--- config.mk ---
export PLATFORM = sky130hd
export DESIGN_NAME = button_press_classifier_key_queue_top
export DESIGN_NICKNAME = d
export VERILOG_FILES = /design/src/rtl/core/bpckq_pkg.sv /design/src/rtl/core/button_press_classifier_key_queue_top.sv /design/src/rtl/core/bpckq_key_queue.sv /design/src/rtl/core/bpckq_tracker.sv
export VERILOG_INCLUDE_DIRS = /design/src /design/src/rtl/core
export SDC_FILE = /design/constraint.sdc
export NUM_CORES = 1
export LEC_CHECK = 0
export BUFFER_PORTS_ARGS = -buffer_cell sky130_fd_sc_hd__buf_2
export CORE_UTILIZATION = 66
export DETAILED_ROUTE_END_ITERATION = 12
export PLACE_DENSITY = 0.89
export REMOVE_ABC_BUFFERS = 1
export SKIP_CTS_REPAIR_TIMING = 1
export SLEW_MARGIN = 15
export SYNTH_ARGS = -nofsm -noshare
export SYNTH_HDL_FRONTEND = slang
export SYNTH_SLANG_ARGS = --single-unit
--- constraint.sdc ---
create_clock -name clock -period 16.1 [get_ports clock]
set_input_delay 0.805 -clock clock [delete_from_list [all_inputs] [get_ports clock]]
set_output_delay 0.805 -clock clock [all_outputs]
set_load 0.02 [all_outputs]
--- src/rtl/core/button_press_classifier_key_queue_top_defines.svh ---
// Assertion macros used by the button press classifier RTL.
// Depends on nothing; files that check their own logic include it.
`ifndef BUTTON_PRESS_CLASSIFIER_KEY_QUEUE_TOP_DEFINES_SVH
`define BUTTON_PRESS_CLASSIFIER_KEY_QUEUE_TOP_DEFINES_SVH

`ifndef ASSERT_OFF
// A property that must hold at every clock edge outside reset.
`define BPCKQ_ASSERT(lbl, clk, rst, prop, msg) \
   lbl: assert property (@(posedge clk) disable iff (rst) prop) else $error(msg);
// A condition that must be followed by another one on the next clock edge.
`define BPCKQ_ASSERT_NEXT(lbl, clk, rst, ante, cons, msg) \
   lbl: assert property (@(posedge clk) disable iff (rst) (ante) |=> (cons)) else $error(msg);
`else
`define BPCKQ_ASSERT(lbl, clk, rst, prop, msg)
`define BPCKQ_ASSERT_NEXT(lbl, clk, rst, ante, cons, msg)
`endif

`endif

--- src/rtl/core/bpckq_pkg.sv ---
// Shared types, constants and helpers of the button press classifier.
// Depends on nothing; every module of the block imports it.
`timescale 1ns / 1ps

package bpckq_pkg;

   // Command codes carried by an input beat.
   localparam logic [2:0] CMD_TICK       = 3'd0;
   localparam logic [2:0] CMD_KEY_READ   = 3'd1;
   localparam logic [2:0] CMD_EVENT_POLL = 3'd2;
   localparam logic [2:0] CMD_RESET      = 3'd3;
   localparam logic [2:0] CMD_SET_BLOCK  = 3'd4;

   // Register file layout: one 32-bit word per register.
   localparam int         CSR_ADDR_W       = 4;
   localparam logic [1:0] CSR_DEBOUNCE     = 2'd0;
   localparam logic [1:0] CSR_LONG_PRESS   = 2'd1;
   localparam logic [1:0] CSR_BACK_PRESENT = 2'd2;

   localparam logic [15:0] DEF_DEBOUNCE     = 16'd20;
   localparam logic [15:0] DEF_LONG_PRESS   = 16'd750;
   localparam logic        DEF_BACK_PRESENT = 1'b1;

   localparam int         QUEUE_DEPTH_DEF = 8;
   localparam logic [7:0] COUNT_MAX       = 8'hFF;

   // Bit positions inside a queued key entry.
   localparam int KEY_ESC_BIT     = 1;
   localparam int KEY_PRESSED_BIT = 0;

   typedef struct packed {
      logic [15:0] debounce_time;
      logic [15:0] long_press_time;
      logic        back_present;
   } cfg_type;

   // Queue request from the tracker. Pair 0 is pushed before pair 1.
   typedef struct packed {
      logic       clear;
      logic       pop;
      logic [1:0] pair_valid;
      logic [1:0] pair_esc;
   } queue_op_type;

   typedef struct packed {
      logic valid;
      logic is_esc;
      logic pressed;
   } key_out_type;

   typedef struct packed {
      logic [15:0] knob_diff;
      logic        ev_ok;
      logic        ev_back;
      logic        ev_ok_long;
      logic [31:0] ev_delta;
      logic [7:0]  ok_count;
      logic [7:0]  back_count;
      logic [7:0]  ok_long_count;
   } event_out_type;

   // Adds up to three to an event count that stops at its maximum.
   function automatic logic [7:0] sat_add(input logic [7:0] count, input logic [1:0] amount);
      logic [8:0] sum;
      sum = {1'b0, count} + {7'd0, amount};
      return (sum > {1'b0, COUNT_MAX}) ? COUNT_MAX : sum[7:0];
   endfunction

endpackage

--- src/rtl/core/button_press_classifier_key_queue_top.sv ---
// Top level of the button press classifier with key queue: beat registers, register file.
// Depends on bpckq_pkg, bpckq_tracker, bpckq_key_queue and the assertion macro header.
`timescale 1ns / 1ps
`include "button_press_classifier_key_queue_top_defines.svh"

// Channel   Direction  Handshake         Payload
// req       in         req_valid/ready   cmd, now_ms, encoder_pos, levels, block_value
// rsp       out        rsp_valid/ready   diff, key entry, event record, queue count
// csr       in         APB psel/penable  debounce, long press time, back present
//
// A beat is captured in the input register; the tracker and the key queue act on
// it in one pass, and its result lands in the result register once that is free
// or being emptied, so one beat per cycle is sustained while rsp_ready stays high.
// Reset is synchronous and active high; it loads the register defaults and
// empties the queue at once. A stalled result holds only the input register;
// a new beat is still taken in the cycle the waiting result leaves.

module button_press_classifier_key_queue_top #(
   parameter int QUEUE_DEPTH = bpckq_pkg::QUEUE_DEPTH_DEF
) (
   input  logic                               clock,
   input  logic                               reset,

   input  logic                               req_valid,
   output logic                               req_ready,
   input  logic [2:0]                         req_cmd,
   input  logic [31:0]                        req_now_ms,
   input  logic signed [31:0]                 req_encoder_pos,
   input  logic                               req_ok_level,
   input  logic                               req_back_level,
   input  logic                               req_block_value,

   output logic                               rsp_valid,
   input  logic                               rsp_ready,
   output logic signed [15:0]                 rsp_knob_diff,
   output logic                               rsp_key_valid,
   output logic                               rsp_key_is_esc,
   output logic                               rsp_key_pressed,
   output logic                               rsp_ev_ok,
   output logic                               rsp_ev_back,
   output logic                               rsp_ev_ok_long,
   output logic signed [31:0]                 rsp_ev_delta,
   output logic [7:0]                         rsp_ok_count,
   output logic [7:0]                         rsp_back_count,
   output logic [7:0]                         rsp_ok_long_count,
   output logic [3:0]                         rsp_queue_count,

   input  logic                               psel,
   input  logic                               penable,
   input  logic                               pwrite,
   input  logic [bpckq_pkg::CSR_ADDR_W-1:0]   paddr,
   input  logic [31:0]                        pwdata,
   output logic [31:0]                        prdata,
   output logic                               pready
);
   import bpckq_pkg::*;

   localparam int FILL_W = $clog2(QUEUE_DEPTH + 1);

   // Input register: one command waiting for its pass.
   logic        in_valid_ff, in_valid_in;
   logic [2:0]  req_cmd_ff;
   logic [31:0] req_now_ms_ff;
   logic [31:0] req_encoder_pos_ff;
   logic        req_ok_level_ff;
   logic        req_back_level_ff;
   logic        req_block_value_ff;

   // Result register.
   logic          rsp_valid_ff, rsp_valid_in;
   event_out_type rsp_ev_ff;
   key_out_type   rsp_key_ff;
   logic [3:0]    rsp_queue_count_ff;

   cfg_type cfg_ff, cfg_in;

   logic              go;
   logic              req_take;
   logic              csr_write;
   queue_op_type      q_op;
   key_out_type       key_out;
   event_out_type     ev_out;
   logic [FILL_W-1:0] fill_next;

   // The held command runs when the result register is free or being emptied.
   assign go        = in_valid_ff && (!rsp_valid_ff || rsp_ready);
   assign req_ready = !in_valid_ff || go;
   assign req_take  = req_valid && req_ready;

   assign in_valid_in  = req_take ? 1'b1 : (go ? 1'b0 : in_valid_ff);
   assign rsp_valid_in = go ? 1'b1 : (rsp_ready ? 1'b0 : rsp_valid_ff);

   always_ff @(posedge clock) begin
      if (reset) begin
         in_valid_ff  <= 1'b0;
         rsp_valid_ff <= 1'b0;
      end else begin
         in_valid_ff  <= in_valid_in;
         rsp_valid_ff <= rsp_valid_in;
      end
   end

   always_ff @(posedge clock) begin
      if (req_take) begin
         req_cmd_ff         <= req_cmd;
         req_now_ms_ff      <= req_now_ms;
         req_encoder_pos_ff <= req_encoder_pos;
         req_ok_level_ff    <= req_ok_level;
         req_back_level_ff  <= req_back_level;
         req_block_value_ff <= req_block_value;
      end
      if (go) begin
         rsp_ev_ff          <= ev_out;
         rsp_key_ff         <= key_out;
         rsp_queue_count_ff <= 4'(fill_next);
      end
   end

   bpckq_tracker u_tracker (
      .clock       (clock),
      .reset       (reset),
      .go          (go),
      .cmd         (req_cmd_ff),
      .now_ms      (req_now_ms_ff),
      .encoder_pos (req_encoder_pos_ff),
      .ok_level    (req_ok_level_ff),
      .back_level  (req_back_level_ff),
      .block_value (req_block_value_ff),
      .cfg         (cfg_ff),
      .q_op        (q_op),
      .ev_out      (ev_out)
   );

   bpckq_key_queue #(
      .DEPTH (QUEUE_DEPTH)
   ) u_key_queue (
      .clock     (clock),
      .reset     (reset),
      .q_op      (q_op),
      .key_out   (key_out),
      .fill_next (fill_next)
   );

   assign rsp_valid         = rsp_valid_ff;
   assign rsp_knob_diff     = rsp_ev_ff.knob_diff;
   assign rsp_key_valid     = rsp_key_ff.valid;
   assign rsp_key_is_esc    = rsp_key_ff.is_esc;
   assign rsp_key_pressed   = rsp_key_ff.pressed;
   assign rsp_ev_ok         = rsp_ev_ff.ev_ok;
   assign rsp_ev_back       = rsp_ev_ff.ev_back;
   assign rsp_ev_ok_long    = rsp_ev_ff.ev_ok_long;
   assign rsp_ev_delta      = rsp_ev_ff.ev_delta;
   assign rsp_ok_count      = rsp_ev_ff.ok_count;
   assign rsp_back_count    = rsp_ev_ff.back_count;
   assign rsp_ok_long_count = rsp_ev_ff.ok_long_count;
   assign rsp_queue_count   = rsp_queue_count_ff;

   // Register file. The port never stalls, so a write lands on the access cycle.
   assign pready    = 1'b1;
   assign csr_write = psel && penable && pwrite;

   always_comb begin
      cfg_in = cfg_ff;
      if (csr_write) begin
         unique case (paddr[3:2])
            CSR_DEBOUNCE:     cfg_in.debounce_time   = pwdata[15:0];
            CSR_LONG_PRESS:   cfg_in.long_press_time = pwdata[15:0];
            CSR_BACK_PRESENT: cfg_in.back_present    = pwdata[0];
            default: begin
            end
         endcase
      end
   end

   always_comb begin
      unique case (paddr[3:2])
         CSR_DEBOUNCE:     prdata = {16'd0, cfg_ff.debounce_time};
         CSR_LONG_PRESS:   prdata = {16'd0, cfg_ff.long_press_time};
         CSR_BACK_PRESENT: prdata = {31'd0, cfg_ff.back_present};
         default:          prdata = '0;
      endcase
   end

   always_ff @(posedge clock) begin
      if (reset) begin
         cfg_ff.debounce_time   <= DEF_DEBOUNCE;
         cfg_ff.long_press_time <= DEF_LONG_PRESS;
         cfg_ff.back_present    <= DEF_BACK_PRESENT;
      end else begin
         cfg_ff <= cfg_in;
      end
   end

   // The queue never reports more entries than it can hold.
   `BPCKQ_ASSERT(a_fill_bound, clock, reset, fill_next <= QUEUE_DEPTH, "queue fill above depth")
   // A held command is not lost while the result side stalls.
   `BPCKQ_ASSERT_NEXT(a_item_held, clock, reset, in_valid_ff && !go, in_valid_ff, "input beat dropped")
   // Only a key read takes an entry out of the queue.
   `BPCKQ_ASSERT(a_key_on_read, clock, reset, !key_out.valid || (go && req_cmd_ff == CMD_KEY_READ), "key popped outside a key read")
   // A reset command always reports an empty queue.
   `BPCKQ_ASSERT_NEXT(a_reset_empties, clock, reset, go && req_cmd_ff == CMD_RESET, rsp_queue_count_ff == 4'd0, "queue not empty after reset command")

endmodule

--- src/rtl/core/bpckq_key_queue.sv ---
// Key queue of the button press classifier: a flop ring that drops its oldest entry when full.
// Depends on bpckq_pkg.
`timescale 1ns / 1ps

module bpckq_key_queue #(
   parameter int DEPTH = bpckq_pkg::QUEUE_DEPTH_DEF
) (
   input  logic                           clock,
   input  logic                           reset,
   input  bpckq_pkg::queue_op_type        q_op,
   output bpckq_pkg::key_out_type         key_out,
   output logic [$clog2(DEPTH + 1) - 1:0] fill_next
);
   import bpckq_pkg::*;

   localparam int IDX_W  = $clog2(DEPTH);
   localparam int FILL_W = $clog2(DEPTH + 1);
   localparam int SUM_W  = $clog2(DEPTH + 5);

   logic [1:0]        store_ff [DEPTH];
   logic [1:0]        store_in [DEPTH];
   logic [IDX_W-1:0]  head_ff, head_in;
   logic [IDX_W-1:0]  tail_ff, tail_in;
   logic [FILL_W-1:0] fill_ff, fill_in;

   logic [1:0]        entry [4];
   logic [2:0]        n_push;
   logic [IDX_W-1:0]  wr_idx [5];
   logic [IDX_W-1:0]  hd_idx [5];
   logic [SUM_W-1:0]  fill_sum;
   logic [2:0]        drop;

   function automatic logic [IDX_W-1:0] wrap_inc(input logic [IDX_W-1:0] idx);
      return (idx == IDX_W'(DEPTH - 1)) ? '0 : idx + 1'b1;
   endfunction

   always_comb begin
      entry  = '{default: '0};
      n_push = '0;
      unique case (q_op.pair_valid)
         2'b11: begin
            entry[0] = {q_op.pair_esc[0], 1'b1};
            entry[1] = {q_op.pair_esc[0], 1'b0};
            entry[2] = {q_op.pair_esc[1], 1'b1};
            entry[3] = {q_op.pair_esc[1], 1'b0};
            n_push   = 3'd4;
         end
         2'b01: begin
            entry[0] = {q_op.pair_esc[0], 1'b1};
            entry[1] = {q_op.pair_esc[0], 1'b0};
            n_push   = 3'd2;
         end
         2'b10: begin
            entry[0] = {q_op.pair_esc[1], 1'b1};
            entry[1] = {q_op.pair_esc[1], 1'b0};
            n_push   = 3'd2;
         end
         default: begin
         end
      endcase

      wr_idx[0] = tail_ff;
      hd_idx[0] = head_ff;
      for (int k = 0; k < 4; k++) begin
         wr_idx[k+1] = wrap_inc(wr_idx[k]);
         hd_idx[k+1] = wrap_inc(hd_idx[k]);
      end

      // Each push past a full queue pushes the head on by one.
      fill_sum = SUM_W'(fill_ff) + SUM_W'(n_push);
      drop     = (fill_sum > SUM_W'(DEPTH)) ? 3'(fill_sum - SUM_W'(DEPTH)) : 3'd0;

      store_in = store_ff;
      head_in  = head_ff;
      tail_in  = tail_ff;
      fill_in  = fill_ff;
      key_out  = '0;

      if (q_op.clear) begin
         head_in = '0;
         tail_in = '0;
         fill_in = '0;
      end else if (q_op.pop) begin
         if (fill_ff != '0) begin
            key_out.valid   = 1'b1;
            key_out.is_esc  = store_ff[head_ff][KEY_ESC_BIT];
            key_out.pressed = store_ff[head_ff][KEY_PRESSED_BIT];
            head_in         = hd_idx[1];
            fill_in         = fill_ff - 1'b1;
         end
      end else if (n_push != '0) begin
         // Later writes win where a small ring wraps onto itself.
         for (int k = 0; k < 4; k++) begin
            if (3'(k) < n_push) begin
               store_in[wr_idx[k]] = entry[k];
            end
         end
         tail_in = wr_idx[n_push];
         head_in = hd_idx[drop];
         fill_in = (fill_sum > SUM_W'(DEPTH)) ? FILL_W'(DEPTH) : FILL_W'(fill_sum);
      end
   end

   assign fill_next = fill_in;

   always_ff @(posedge clock) begin
      if (reset) begin
         head_ff <= '0;
         tail_ff <= '0;
         fill_ff <= '0;
      end else begin
         head_ff <= head_in;
         tail_ff <= tail_in;
         fill_ff <= fill_in;
      end
   end

   always_ff @(posedge clock) begin
      store_ff <= store_in;
   end

endmodule

--- src/rtl/core/bpckq_tracker.sv ---
// Button and encoder tracker: press classification, encoder diff and event record.
// Depends on bpckq_pkg; drives the key queue through a queue_op_type request.
`timescale 1ns / 1ps

module bpckq_tracker (
   input  logic                      clock,
   input  logic                      reset,
   input  logic                      go,
   input  logic [2:0]                cmd,
   input  logic [31:0]               now_ms,
   input  logic [31:0]               encoder_pos,
   input  logic                      ok_level,
   input  logic                      back_level,
   input  logic                      block_value,
   input  bpckq_pkg::cfg_type        cfg,
   output bpckq_pkg::queue_op_type   q_op,
   output bpckq_pkg::event_out_type  ev_out
);
   import bpckq_pkg::*;

   logic        ok_prev_ff, ok_prev_in;
   logic        back_prev_ff, back_prev_in;
   logic [31:0] ok_press_time_ff, ok_press_time_in;
   logic        ok_press_valid_ff, ok_press_valid_in;
   logic [31:0] back_press_time_ff, back_press_time_in;
   logic        long_fired_ff, long_fired_in;
   logic        blocked_ff, blocked_in;
   logic [31:0] last_pos_ff, last_pos_in;
   logic [15:0] diff_ff, diff_in;
   logic [2:0]  flags_ff, flags_in;
   logic [7:0]  cnt_ok_ff, cnt_ok_in;
   logic [7:0]  cnt_back_ff, cnt_back_in;
   logic [7:0]  cnt_long_ff, cnt_long_in;
   logic [31:0] delta_ff, delta_in;

   always_comb begin
      logic [15:0] move;
      logic [31:0] opt_mid;
      logic        valid_mid;
      logic        lf_mid;
      logic        fire_ok;
      logic        fire_long;
      logic        fire_back;

      move      = 16'(last_pos_ff - encoder_pos);
      opt_mid   = ok_press_time_ff;
      valid_mid = ok_press_valid_ff;
      lf_mid    = long_fired_ff;
      fire_ok   = 1'b0;
      fire_long = 1'b0;
      fire_back = 1'b0;

      ok_prev_in         = ok_prev_ff;
      back_prev_in       = back_prev_ff;
      ok_press_time_in   = ok_press_time_ff;
      ok_press_valid_in  = ok_press_valid_ff;
      back_press_time_in = back_press_time_ff;
      long_fired_in      = long_fired_ff;
      blocked_in         = blocked_ff;
      last_pos_in        = last_pos_ff;
      diff_in            = diff_ff;
      flags_in           = flags_ff;
      cnt_ok_in          = cnt_ok_ff;
      cnt_back_in        = cnt_back_ff;
      cnt_long_in        = cnt_long_ff;
      delta_in           = delta_ff;
      q_op               = '0;
      ev_out             = '0;

      if (go) begin
         unique case (cmd)
            CMD_TICK: begin
               // The encoder is followed in blocked mode as well.
               diff_in     = diff_ff + move;
               delta_in    = delta_ff + {{16{move[15]}}, move};
               last_pos_in = encoder_pos;

               if (!blocked_ff) begin
                  if (ok_level && !ok_prev_ff) begin
                     opt_mid   = now_ms;
                     valid_mid = 1'b1;
                     lf_mid    = 1'b0;
                  end
                  if (!ok_level && ok_prev_ff) begin
                     fire_ok   = !long_fired_ff &&
                                 ((now_ms - ok_press_time_ff) >= {16'd0, cfg.debounce_time});
                     opt_mid   = '0;
                     valid_mid = 1'b0;
                     lf_mid    = 1'b0;
                  end
                  fire_long = ok_level && !lf_mid && valid_mid &&
                              ((now_ms - opt_mid) >= {16'd0, cfg.long_press_time});

                  ok_press_time_in  = opt_mid;
                  ok_press_valid_in = valid_mid;
                  long_fired_in     = lf_mid || fire_long;
                  ok_prev_in        = ok_level;

                  if (cfg.back_present) begin
                     if (back_level && !back_prev_ff) begin
                        back_press_time_in = now_ms;
                     end
                     if (!back_level && back_prev_ff) begin
                        fire_back = (now_ms - back_press_time_ff) >=
                                    {16'd0, cfg.debounce_time};
                        back_press_time_in = '0;
                     end
                     back_prev_in = back_level;
                  end

                  flags_in    = flags_ff | {fire_long, fire_long || fire_back, fire_ok};
                  cnt_ok_in   = sat_add(cnt_ok_ff, {1'b0, fire_ok});
                  cnt_back_in = sat_add(cnt_back_ff,
                                        {fire_long && fire_back, fire_long ^ fire_back});
                  cnt_long_in = sat_add(cnt_long_ff, {1'b0, fire_long});

                  // A short press and a long press never fire on the same tick.
                  q_op.pair_valid = {fire_back, fire_ok || fire_long};
                  q_op.pair_esc   = {1'b1, fire_long};
               end else begin
                  ok_prev_in = ok_level;
                  if (cfg.back_present) begin
                     back_prev_in = back_level;
                  end
                  ok_press_time_in   = '0;
                  ok_press_valid_in  = 1'b0;
                  back_press_time_in = '0;
                  long_fired_in      = 1'b0;
               end
            end
            CMD_KEY_READ: begin
               ev_out.knob_diff = diff_ff;
               diff_in          = '0;
               q_op.pop         = 1'b1;
            end
            CMD_EVENT_POLL: begin
               ev_out.ev_ok         = flags_ff[0];
               ev_out.ev_back       = flags_ff[1];
               ev_out.ev_ok_long    = flags_ff[2];
               ev_out.ev_delta      = delta_ff;
               ev_out.ok_count      = cnt_ok_ff;
               ev_out.back_count    = cnt_back_ff;
               ev_out.ok_long_count = cnt_long_ff;
               flags_in             = '0;
               delta_in             = '0;
               cnt_ok_in            = '0;
               cnt_back_in          = '0;
               cnt_long_in          = '0;
            end
            CMD_RESET: begin
               flags_in           = '0;
               delta_in           = '0;
               cnt_ok_in          = '0;
               cnt_back_in        = '0;
               cnt_long_in        = '0;
               diff_in            = '0;
               q_op.clear         = 1'b1;
               ok_prev_in         = ok_level;
               back_prev_in       = cfg.back_present && back_level;
               ok_press_time_in   = ok_level ? now_ms : '0;
               ok_press_valid_in  = ok_level;
               back_press_time_in = (cfg.back_present && back_level) ? now_ms : '0;
               long_fired_in      = 1'b0;
               last_pos_in        = encoder_pos;
            end
            CMD_SET_BLOCK: begin
               blocked_in = block_value;
               if (block_value) begin
                  flags_in           = '0;
                  cnt_ok_in          = '0;
                  cnt_back_in        = '0;
                  cnt_long_in        = '0;
                  q_op.clear         = 1'b1;
                  ok_press_time_in   = '0;
                  ok_press_valid_in  = 1'b0;
                  back_press_time_in = '0;
                  long_fired_in      = 1'b0;
               end
            end
            default: begin
            end
         endcase
      end
   end

   always_ff @(posedge clock) begin
      if (reset) begin
         ok_prev_ff         <= 1'b0;
         back_prev_ff       <= 1'b0;
         ok_press_time_ff   <= '0;
         ok_press_valid_ff  <= 1'b0;
         back_press_time_ff <= '0;
         long_fired_ff      <= 1'b0;
         blocked_ff         <= 1'b0;
         last_pos_ff        <= '0;
         diff_ff            <= '0;
         flags_ff           <= '0;
         cnt_ok_ff          <= '0;
         cnt_back_ff        <= '0;
         cnt_long_ff        <= '0;
         delta_ff           <= '0;
      end else begin
         ok_prev_ff         <= ok_prev_in;
         back_prev_ff       <= back_prev_in;
         ok_press_time_ff   <= ok_press_time_in;
         ok_press_valid_ff  <= ok_press_valid_in;
         back_press_time_ff <= back_press_time_in;
         long_fired_ff      <= long_fired_in;
         blocked_ff         <= blocked_in;
         last_pos_ff        <= last_pos_in;
         diff_ff            <= diff_in;
         flags_ff           <= flags_in;
         cnt_ok_ff          <= cnt_ok_in;
         cnt_back_ff        <= cnt_back_in;
         cnt_long_ff        <= cnt_long_in;
         delta_ff           <= delta_in;
      end
   end

endmodule

==> results.sh <==
export IMPL_status="completed"
export IMPL_die_x_um=196.3
export IMPL_clk_pin_slew_ns=0.06
export IMPL_start_util=0.6754
export IMPL_combPwrFrac=0.186
export IMPL_fin_setup_tns_ns=0
export IMPL_synth_distinct_cells=85
export IMPL_synth_area_top_cells="edfxtp_1, dfxtp_1, ha_1"
export IMPL_dominantRegCellSynth="dfxtp_1"
export IMPL_drv_slew=0
export IMPL_crit_required_ns=16.58
export IMPL_wl_per_cell_um=18.65
export IMPL_p_sw_mw=0.6787
export IMPL_drt_first_pass_iters=6
export IMPL_avgSynthCellArea_um2=8.486
export IMPL_die_area_mm2=0.03852
export IMPL_h_tree_depth=2
export IMPL_grt_pass1_vias=22220
export IMPL_synth_seq_cells=357
export IMPL_switching_share=0.2852
export IMPL_p_seq_frac=0.416
export IMPL_finalHoldViolCount=0
export IMPL_rsz0062_at_grt="no"
export IMPL_core_area_mm2=0.03687
export IMPL_cts_root_buf="clkbuf_16"
export IMPL_via_count=22660
export IMPL_fmax_mhz=115.0
export IMPL_area_growth_pct=9.932
export IMPL_worst_path_buf_inv=3
export IMPL_remaining_drc_errors=0
export IMPL_critPathSlowestCell="or4_1"
export IMPL_power_internal_mw=1.701
export IMPL_finalCritPeriodShare=0.5402
export IMPL_crit_type="register to register"
export IMPL_grt_pass1_wl_um=107200
export IMPL_row_count=70
export IMPL_yosys_area_top_type_share=0.1833
export IMPL_total_leakage_power_nw=11.28
export IMPL_dp_hpwl_um=47620
export IMPL_critPathCaptureType="register"
export IMPL_p_per_area_mw_per_mm2=86.92
export IMPL_antenna_cells=0
export IMPL_synth_cells=2935
export IMPL_track_usage=0.3397
export IMPL_crit_cells=33
export IMPL_syn_area_mm2=0.02491
export IMPL_maxCapViolations=0
export IMPL_holdCritPathClass="input pin to register"
export IMPL_drive_gt1_frac=0.09564
export IMPL_wirelength_um=66740
export IMPL_critPathMaxFanout=43
export IMPL_clk_latency_ns=0.57
export IMPL_yosys_area_top_type="edfxtp_1"
export IMPL_numCtsBuffers=40
export IMPL_port_buffer_count=178
export IMPL_cp_start_kind="register"
export IMPL_nets=3392
export IMPL_io_pins=230
export IMPL_antenna_found_initial=0
export IMPL_grt_ovfl_total=0
export IMPL_fin_skew_ns=0.02844
export IMPL_fill_cells=2656
export IMPL_p_clk_frac=0.398
export IMPL_setup_viol_count_final=0
export IMPL_cts_tree="yes"
export IMPL_synthArstFlopShare=0
export IMPL_rr_worst_depth=33
export IMPL_critical_path_arrival_ns=9.17
export IMPL_crit_top_cell="ha_1"
export IMPL_synth_edff_count=152
export IMPL_ys_seq_area_frac=0.3481
export IMPL_gp_congestion=0.9364
export IMPL_tightestPinTransition_ns=1.139
export IMPL_peakVddDrop_mv=0.08753
export IMPL_cp_top_family="compound AO/OA/AOI/OAI gates"
export IMPL_hold_path_depth=1
export IMPL_drt_iter0_drc=2146
export IMPL_ant_nets=0
export IMPL_yosysWarnings=0
export IMPL_p_total_mw=2.380
export IMPL_clock_path_buffers=3
export IMPL_die_y_um=196.3
export IMPL_viasPerCell=6.333
export IMPL_max_slew_margin=0.2368
export IMPL_clkSinkCount=357
export IMPL_grt_max_degree=88
export IMPL_period_minus_slack_ns=8.697
export IMPL_crit_path_max_incr_delay_ns=0.75
[power groups by stage]
stage | clock [mW] | sequential, mW | combinational [mW]
global placement | 0 | 1.01 | 0.417
CTS | 0.955 | 0.989 | 0.437
global route | 0.988 | 0.992 | 0.487
detailed placement | 0 | 1.01 | 0.432
floorplan | 0 | 1.01 | 0.304
finish | 0.947 | 0.990 | 0.443
[kinds of logic after synthesis]
kind of cell | synth area share
AND/OR/NAND/NOR | 0.1859
AO/OA/AOI/OAI | 0.2167
flip-flops | 0.3481
buffers and inverters | 0.05270
XOR/XNOR | 0.04255
adder cells (fa/ha/maj) | 0.1215
multiplexers | 0.03225
other | 0.0003015
[path summary, 6_finish.rpt]
kind / slack (ns) / from / to
max: 7.40 / req_ok_level_ff$_DFFE_PP_ / u_key_queue.head_ff[2]$_SDFFE_PP0P_
min: 0.41 / req_encoder_pos[15] / req_encoder_pos_ff[15]$_DFFE_PP_
max reg2reg: 7.40 / req_ok_level_ff$_DFFE_PP_ / u_key_queue.head_ff[2]$_SDFFE_PP0P_
min reg2reg: 0.46 / u_tracker.last_pos_ff[5]$_SDFFE_PP0P_ / u_tracker.last_pos_ff[5]$_SDFFE_PP0P_
[state kept, by name (all words and copies together), names as in the netlist, 16 cells and up]
register and cells:
rsp_ev_delta 32, u_key_queue.store_ff 16, u_tracker.ok_press_time_ff 32, u_tracker.back_press_time_ff 32
u_tracker.delta_ff 32, cfg_ff 33, req_encoder_pos_ff 16, u_tracker.diff_ff 16
rsp_knob_diff 16, req_now_ms_ff 32, u_tracker.last_pos_ff 16
[Yosys cell counts, drive strengths merged (15+ instances only)]
cell	count
a211oi	34
a22oi	64
xnor2	86
nor3	55
nand2b	36
buf	33
a21o	67
nand3b	16
o21a	29
nand2	227
a31oi	22
a221oi	36
ha	229
nand3	53
clkbuf	115
o211ai	18
mux2i	69
nand4	15
and3	41
dfxtp	205
and2	68
a21oi	280
inv	177
edfxtp	152
nor2	370
o21ai	133
nor2b	49
xor2	35
[area by class of cell]
class	instances	area, um^2	area share
flip-flops and latches	357	8668	0.3166
clock buffers	55	1141	0.04168
clock inverters	19	207.7	0.007586
inverters	178	669.4	0.02445
well taps	504	630.6	0.02303
repair buffers	198	1047	0.03825
multi-input cells	2267	15010	0.5484
[metrics by stage]
step	utilization	instances	instance area (um^2)	setup WS (ns)	hold slack, ns
final	0.7425	3578	27380	7.403	0.4060
after global routing	0.7425	3578	27380	6.875	0.3942
after CTS	0.7425	3578	27380	7.456	0.3866
after detailed placement	0.7059	3504	26030	7.481	0.4469
after global placement	0.7059	3504	26030	7.580	0.4383
after floorplan	-	2802	24320	7.940	0.4258
[worst register-to-register path: cells and delay by family, from the launching register on]
kind / cells / cell delay, ns
fa+ha+maj: 6 / 1.73
simple gates: 11 / 2.38
flops: 1 / 0.33
buf+inv: 3 / 0.98
xor+xnor: 1 / 0.18
compound gates: 12 / 3.03
[placed cells by master (no fill, tap or decap), drive strengths merged, types with 68 or more instances in the layout]
cell      n
mux2i    69
nor2    370
inv     178
o21ai   133
ha      229
and2     68
buf     198
nand2   227
dfxtp   205
a21oi   280
edfxtp  152
xnor2    86
[per-layer routing]
layer / GRT usage / share of wire
met5: 0 / 0
met1: 0.4163 / 0.41
met4: 0.1244 / 0.026
met3: 0.04160 / 0.071
met2: 0.6100 / 0.49
No activity file was read; power rests on OpenSTA's default activity.
